--- config.mk ---
export PLATFORM = sky130hd
export DESIGN_NAME = ffca_ctrl
export DESIGN_NICKNAME = d
export VERILOG_FILES = /design/src/ffca_pkg.sv /design/src/ffca_ctrl.sv
export SDC_FILE = /design/constraint.sdc
export NUM_CORES = 1
export LEC_CHECK = 0
export ABC_AREA = 1
export ABC_CLOCK_PERIOD_IN_PS = 1290
export BUFFER_PORTS_ARGS = -buffer_cell sky130_fd_sc_hd__buf_2
export CAP_MARGIN = 20
export CELL_PAD_IN_SITES_DETAIL_PLACEMENT = 1
export CELL_PAD_IN_SITES_GLOBAL_PLACEMENT = 1
export CORE_MARGIN = 2
export CORE_UTILIZATION = 24
export DETAILED_ROUTE_END_ITERATION = 10
export PLACE_DENSITY = 0.73
export SLEW_MARGIN = 15
export SYNTH_ARGS = -nofsm -noshare
export SYNTH_HDL_FRONTEND = slang
export SYNTH_SLANG_ARGS = --single-unit
--- constraint.sdc ---
create_clock -name clk -period 1.29 [get_ports clk]
set_clock_uncertainty 0.2 [all_clocks]
set_input_delay 0 -clock clk [delete_from_list [all_inputs] [get_ports clk]]
set_output_delay 0 -clock clk [all_outputs]
set_load 0.05 [all_outputs]
--- src/ffca_pkg.sv ---
// shared types and constants of the first-fit capacity allocator
package ffca_pkg;

  localparam int CMD_W      = 1;
  localparam int INDEX_W    = 10;
  localparam int AMOUNT_W   = 32;
  localparam int SLOT_NUM_W = 11;

  localparam logic [CMD_W-1:0] CMD_LOAD    = 1'b0;
  localparam logic [CMD_W-1:0] CMD_REQUEST = 1'b1;

  typedef enum logic [2:0] {
    RD_ROOT,
    RD_LEFT,
    RD_WALK_NEXT,
    RD_SIBLING,
    RD_PARENT_SIBLING
  } rd_sel_t;

  typedef struct packed {
    logic    clr;
    logic    start;
    logic    take_root;
    logic    set_miss;
    logic    walk;
    logic    leaf_wr;
    logic    up;
    logic    emit;
    rd_sel_t rd_sel;
  } ctrl_t;

  typedef struct packed {
    logic clear_last;
    logic in_is_request;
    logic in_slot_ok;
    logic root_fits;
    logic node_is_leaf;
    logic next_is_leaf;
    logic node_is_root;
    logic parent_is_root;
    logic is_request;
  } stat_t;

endpackage

--- src/ffca_ctrl.sv ---
// sequencing state machine of the allocator
module ffca_ctrl import ffca_pkg::*; (
  input  logic  clk,
  input  logic  rst,
  input  logic  in_valid,
  output logic  in_ready,
  output logic  out_valid,
  input  logic  out_ready,
  input  stat_t stat,
  output ctrl_t ctl
);

  typedef enum logic [2:0] {
    CLEAR,
    IDLE,
    CHECK,
    WALK,
    LEAF,
    UP,
    EMIT
  } state_t;

  state_t state;
  state_t state_next;
  logic   out_valid_next;

  assign in_ready = state == IDLE;

  always_comb begin
    ctl            = '0;
    ctl.rd_sel     = RD_ROOT;
    state_next     = state;
    out_valid_next = out_valid && !out_ready;
    unique case (state)
      CLEAR: begin
        ctl.clr = 1'b1;
        if (stat.clear_last) begin
          state_next = IDLE;
        end
      end
      IDLE: begin
        if (in_valid) begin
          ctl.start = 1'b1;
          if (stat.in_is_request) begin
            state_next = CHECK;
          end else if (stat.in_slot_ok) begin
            state_next = LEAF;
          end
        end
      end
      CHECK: begin
        ctl.rd_sel = RD_LEFT;
        if (!stat.root_fits) begin
          ctl.set_miss = 1'b1;
          state_next   = EMIT;
        end else begin
          ctl.take_root = 1'b1;
          state_next    = stat.node_is_leaf ? LEAF : WALK;
        end
      end
      WALK: begin
        ctl.walk   = 1'b1;
        ctl.rd_sel = RD_WALK_NEXT;
        if (stat.next_is_leaf) begin
          state_next = LEAF;
        end
      end
      LEAF: begin
        ctl.leaf_wr = 1'b1;
        ctl.rd_sel  = RD_SIBLING;
        if (stat.node_is_root) begin
          state_next = stat.is_request ? EMIT : IDLE;
        end else begin
          state_next = UP;
        end
      end
      UP: begin
        ctl.up     = 1'b1;
        ctl.rd_sel = RD_PARENT_SIBLING;
        if (stat.parent_is_root) begin
          state_next = stat.is_request ? EMIT : IDLE;
        end
      end
      EMIT: begin
        if (!out_valid || out_ready) begin
          ctl.emit       = 1'b1;
          out_valid_next = 1'b1;
          state_next     = IDLE;
        end
      end
      default: begin
        state_next = CLEAR;
      end
    endcase
  end

  always_ff @(posedge clk) begin
    if (rst) begin
      state     <= CLEAR;
      out_valid <= 1'b0;
    end else begin
      state     <= state_next;
      out_valid <= out_valid_next;
    end
  end

endmodule

==> metrics, run 1 <==
status finished, violations left; failing checks hold timing, setup timing; H-Tree Depth 1; type of the most critical hold path input pin to flop; ant diodes 0; DR pass1 iterations 4; clock sinks 4; CTS clock-pin slew for the worst setup and hold paths 0.04 ns; core area approximately 0.0019 sq mm; first-pass GRT wire length around 3.6 mm; Seq/Total Area, Yosys between 15 and 20%; CTS tree yes; num rows 16; RePlAce Congestion around 0.81; GR Util All Layers approximately 20%; LEAKAGE just over 0.6 nW; Initial Util around a quarter; crit share post-route 125%; I/O Pins 26; Slew headroom 81.5%; Post-CTS Hold Fix Bufs 1; via/cell ratio 4.93; die footprint about 0.0024 sq mm; Max clock buf depth 2; synth warn 0; initial antenna violation count 0; largest net degree at the start of global routing 9; Arrival @ worst endpoint between 1.5 and 2 ns; Filler cells approximately 250; final hold violation count 1; post-synthesis instance total 95; fraction of layout cells with a size suffix above 1 a little over 60%; Tmin final around 1.6 ns; crit end category flop; Unique masters post-synth 16; drc violations 0; Mean Syn Cell Area roughly 5.2 sq um; Wirelength per Cell slightly below 20 um; synthesis-to-layout area growth 145%; # port buffers 25; via count of the first global-routing pass approximately 800; Mapped Nets between 100 and 150; crit path setup slack, layout -0.326 ns; insertion delay of the later-clocked pin in the worst-skew pair roughly 0.26 ns; Power Total 2.97 mW; unrepaired setup endpoints after global routing yes; Max IR drop VDD 0.00174 V; Worst Max-Slew Pin Slew 0.276 ns; root buf cell clkbuf_4; CP Data Required Time 1.27 ns; Die X-Extent 49.3 um; Slew Limit Fails 0; fmax between 0.6 and 0.7 GHz; final wirelength about 3.5 mm; layout net count around 160; critical path class flop to flop; DR iter-0 viols 27; worst-path maximum fanout 6; Post-DP HPWL approximately 1.4 mm; final core occ slightly above 60%; critical path launch point type flop; dpl ws -0.242 ns; antenna viol nets, final 0; FF+latch count, synth 4; max-cap violation count 0; Post-Syn Area ~490 sq um; global route overflow 0; final hold slack -0.105 ns; P per Cell Area around 2500 mW/mm^2; die extent in y approximately 49 um; vias post-DR about 870; cts bufs inserted 3; final setup violating endpoints 15
-- final cells by class --
cell class	count	area (sq um)	area share (%)
Timing Repair Buffer	53	489	40.5
Multi-Input combinational cell	66	463	38.3
Inverter	23	103	8.50
Sequential cell	4	92.6	7.67
Tap cell	27	33.8	2.80
Clock buffer	4	26.3	2.18
-- stage by stage --
stage / cells / TNS [ns] / area, sq um / hold slack (ns)
2_1_floorplan: 95 / -1.05 / 519 / -0.141
3_3_place_gp: 157 / -0.859 / 746 / -0.000250
3_5_place_dp: 157 / -1.22 / 746 / 0.00390
4_1_cts: 165 / -1.86 / 972 / -0.121
5_1_grt: 177 / -3.80 / 1210 / -0.0688
6_report: 177 / -3.31 / 1210 / -0.105
-- worst paths after layout --
kind	start	end	slack (ns)	cells past startpoint
worst max-delay path	state[0]	state[2]	-0.33	8
worst min register to register	state[0]	state[0]	0.34	2
worst min-delay path	out_ready	out_valid	-0.11	4
worst max register to register	state[0]	state[2]	-0.33	8
-- registers in the layout, indices dropped and copies added (netlist names) --
signal / flops
out_valid: 1
state: 3
-- cell families after synthesis --
family                 synth area share, %
and+or+nand+nor                       54.3
buffers and inverters                 21.3
AOI/OAI and AO/OA                     8.12
DFF                                   16.2
-- layer usage --
metal	vias to the layer above	global-route usage, %	share of wire, %
li1	401	-	-
met1	420	20.1	37
met2	40	36.9	54
met3	12	2.45	4.4
met4	0	12.4	4.1
met5	-	0	0
-- layout by cell type (no fill, tap or decap) --
cell type	synthesis	final
clkbuf_4	0	3
a21oi_1	4	2
inv_1	22	16
clkinv_4	0	1
nand2_1	21	13
buf_12	0	1
buf_4	1	17
a21oi_2	0	2
dfxtp_2	0	1
o21ai_2	1	2
nand2_8	0	1
inv_2	1	2
nand4_1	1	1
nand2_2	2	5
clkbuf_1	0	1
buf_2	0	13
nor2_4	2	8
inv_4	0	3
nand3_4	0	3
nand2_4	0	4
buf_8	0	8
buf_6	1	13
dfxtp_4	0	3
nand3_2	0	2
clkinvlp_4	0	1
nor2_1	15	10
a31oi_1	1	1
nand3_1	17	12
dlygate4sd3_1	0	1
-- synthesized netlist by cell type (all sizes together) --
master | number | area share, %
inv | 23 | 18
nand2 | 23 | 19
nor2 | 18 | 17
nand3 | 17 | 17
a21oi | 4 | 4.1
dfxtp | 4 | 16
buf | 2 | 3.8
o21ai | 2 | 2.8
a31oi | 1 | 1.3
nand4 | 1 | 1.3
-- timing repair --
action | CTS | global route
hold endpoints to repair | 4 | 1
setup buffers | 3 | 12
pin swaps | 2 | 8
cloned | 0 | 0
endpoints found under the setup margin | 15 | 15
resized for setup | 50 | 36
-- report_power, final --
part           internal, mW  switching, mW
Clock                 0.118         0.0761
Sequential            0.183          0.106
Combinational          1.06           1.43
Total                  1.36           1.61
-- critical path: stages, from the launching register on --
cell and delay, ns:
dfxtp_4 0.40, inv_4 0.06, nor2_4 0.20, nand3_1 0.19, nand2_2 0.15, nor2_4 0.06
nand2_4 0.08, nand2_2 0.06, a21oi_2 0.14
Note: power is estimated with default switching activity, not from simulation.
==> run 2: changes to the inputs <==
--- a/config.mk
+++ b/config.mk
@@ -6,15 +6,15 @@
 export NUM_CORES = 1
 export LEC_CHECK = 0
 export ABC_AREA = 1
-export ABC_CLOCK_PERIOD_IN_PS = 1290
+export ABC_CLOCK_PERIOD_IN_PS = 1950
 export BUFFER_PORTS_ARGS = -buffer_cell sky130_fd_sc_hd__buf_2
 export CAP_MARGIN = 20
 export CELL_PAD_IN_SITES_DETAIL_PLACEMENT = 1
 export CELL_PAD_IN_SITES_GLOBAL_PLACEMENT = 1
 export CORE_MARGIN = 2
-export CORE_UTILIZATION = 24
+export CORE_UTILIZATION = 28
 export DETAILED_ROUTE_END_ITERATION = 10
-export PLACE_DENSITY = 0.73
+export PLACE_DENSITY = 0.8
 export SLEW_MARGIN = 15
 export SYNTH_ARGS = -nofsm -noshare
 export SYNTH_HDL_FRONTEND = slang
==> constraint.sdc (replaced) <==
create_clock -name clk -period 1.95 [get_ports clk]
set_clock_uncertainty 0.2 [all_clocks]
set_input_delay 0 -clock clk [delete_from_list [all_inputs] [get_ports clk]]
set_output_delay 0 -clock clk [all_outputs]
set_load 0.05 [all_outputs]
==> run 2 against run 1 <==
  * Largest power group unchanged
  * Sequential share of layout area is 4.3 points higher
  * Combinational power down 70%
  * Flip-flop and latch count did not move
  * Register-to-register slack better by 0.68 ns
  * The run now ends clean
==> metrics, run 2 (synthesized netlist as in run 1, its figures left out) <==
Arrival @ worst endpoint 1.48 ns (was 1.59 ns); critical path class flop to primary output (was flop to flop); Post-DP HPWL 1.35 mm (was 1.44 mm); layout net count 139 (was 164); Top Family by Delay on Critical Path simple AND/OR/NAND/NOR gates (unchanged); CTS clock-pin slew for the worst setup and hold paths 0.04 ns (about the same); Largest stage delay, worst path 0.37 ns (was 0.40 ns); Largest register FFs 3 (unchanged); ant diodes 0 (unchanged); crit share post-route a little under nine tenths; I/O Pins 26 (unchanged); P per Cell Area 1490 mW/mm^2 (was 2460 mW/mm^2); Worst Max-Slew Pin Slew 0.333 ns (was 0.276 ns); Post-Layout Cell Count 141 (was 177); global route overflow 0 (unchanged); setup TNS 0 ns (was -3.31 ns); Worst Setup SP state[1] (was state[0]); clock sinks 4 (unchanged); max-cap violation count 0 (unchanged); final wirelength 1.56 mm (was 3.52 mm); synthesis-to-layout area growth 36.0% (was 145%); initial antenna violation count 0 (unchanged); largest register by flop count state (unchanged); post-cts gate resize count 0 (was 50); Initial Util 29.2% (was 25.4%); DR iter-0 viols 11 (was 27); status finished, final reports clean (was finished, violations left); Max clock buf depth 2 (unchanged); die footprint 0.00211 sq mm (was 0.00243 sq mm); Slew headroom 77.7% (was 81.5%); worst r2r dst state[2] (unchanged); largest registers state: 3 flops, out_valid: 1 flops (unchanged); # port buffers 25 (unchanged); DR pass1 iterations 4 (unchanged); unrepaired setup endpoints after global routing no (was yes); final hold violation count 0 (was 1); final setup violating endpoints 0 (was 15); CTS tree yes (unchanged); Slew Limit Fails 0 (unchanged); commonest non-fill, non-tap cell in the layout buf_2 (was buf_4); Post-CTS Hold Fix Bufs 2 (was 1); highest-count cells in the layout ignoring fill and taps buf_2, inv_1, nand2_1 (was buf_4, inv_1, nand2_1, buf_2, buf_6); Max IR drop VDD 0.000566 V (was 0.00174 V); first-pass GRT wire length 2.78 mm (was 3.62 mm); via count of the first global-routing pass 648 (was 810); FF-to-FF Start state[1] (was state[0]); num rows 15 (was 16); die extent in y 46.0 um (was 49.3 um); insertion delay of the later-clocked pin in the worst-skew pair 0.23 ns (was 0.26 ns); drc violations 0 (unchanged); fraction of layout cells with a size suffix above 1 29.0% (was 62.0%); core area 0.00169 sq mm (was 0.00194 sq mm); Setup Fix Bufs, Post-CTS 0 (was 3); LEAKAGE 0.451 nW (was 0.622 nW); R2R setup slack 0.35 ns (was -0.33 ns); hold path startpoint stat[0] (was out_ready); critical path depth 4 (was 8); H-Tree Depth 1 (unchanged); GR Util All Layers 18.3% (was 19.6%); Worst Setup EP ctl[1] (was state[2]); cts bufs inserted 3 (unchanged); largest net degree at the start of global routing 10 (was 9); root buf cell clkbuf_4 (unchanged); type of the most critical hold path input pin to flop (unchanged); critical path launch point type flop (unchanged); crit end category primary output (was flop); worst-path maximum fanout 7 (was 6); Worst path slowest cell dfxtp_1 (was dfxtp_4); Die X-Extent 46.0 um (was 49.3 um); CP cell instances nor2_1 > nand2_1 > o21ai_0 > buf_2 (was inv_4 > nor2_4 > nand3_1 > nand2_2 > nor2_4 > nand2_4 > nand2_2 > a21oi_2); antenna viol nets, final 0 (unchanged); crit path buf inv count 1 (unchanged); R2R cell count 7 (was 8); CP Data Required Time 1.75 ns (was 1.27 ns); placed instance count 136 (was 157); vias post-DR 678 (was 873); via/cell ratio 4.81 (was 4.93); Wirelength per Cell 11.1 um (was 19.9 um); final hold slack 0.0366 ns (was -0.105 ns); Tmin final between 1.5 and 2 ns; fmax a little under 0.6 GHz; RePlAce Congestion 0.779 (was 0.813)
run 2: worst register-to-register path: stages (launching register included):
cell and delay [ns]:
dfxtp_1 0.37, nor2_1 0.32, nand3_1 0.20, o21ai_2 0.10, nor2_2 0.07, nand2_2 0.08
nand2_1 0.05, a21oi_1 0.13
run 2: worst min path at each step:
stage / endpoint / slack (ns) / cells past startpoint
6_report: state[0] / 0.04 / 6
3_3_place_gp: state[0] / 0.02 / 2
2_1_floorplan: out_valid / -0.13 / 1
3_5_place_dp: state[0] / 0.02 / 2
5_1_grt: state[0] / 0.09 / 6
4_1_cts: state[0] / 0.03 / 6
run 2: report_power, final:
part           leakage, nW  internal [mW]  switching [mW]  total (mW)
combinational        0.404          0.190           0.561       0.751
clock               0.0138         0.0688          0.0329       0.102
sequential          0.0326          0.106          0.0370       0.143
total                0.451          0.366           0.631       0.996
run 2: through the flow:
stage               power [mW]  instance area [sq um]  util, %  worst slack [ns]
detailed placement       0.900                    628     37.2             0.378
finish                   0.996                    671     39.7             0.272
CTS                       1.01                    671     39.7             0.276
global route              1.09                    671     39.7             0.157
global placement         0.873                    628     37.2             0.437
floorplan                0.730                    493        -            0.0675
run 2: cell type report:
type,instances,area (sq um)
Clock buffer,3,22.5
Fill cell,261,1020
Inverter,23,86.3
Multi-Input combinational cell,66,308
Sequential cell,4,80.1
Tap cell,17,21.3
Timing Repair Buffer,28,153
run 2: metal layers:
metal	track usage [%]	part of all wire [%]
met2	31.1	52
met3	4.76	3.5
met1	22.4	43
met4	5.14	0.64
met5	0	0
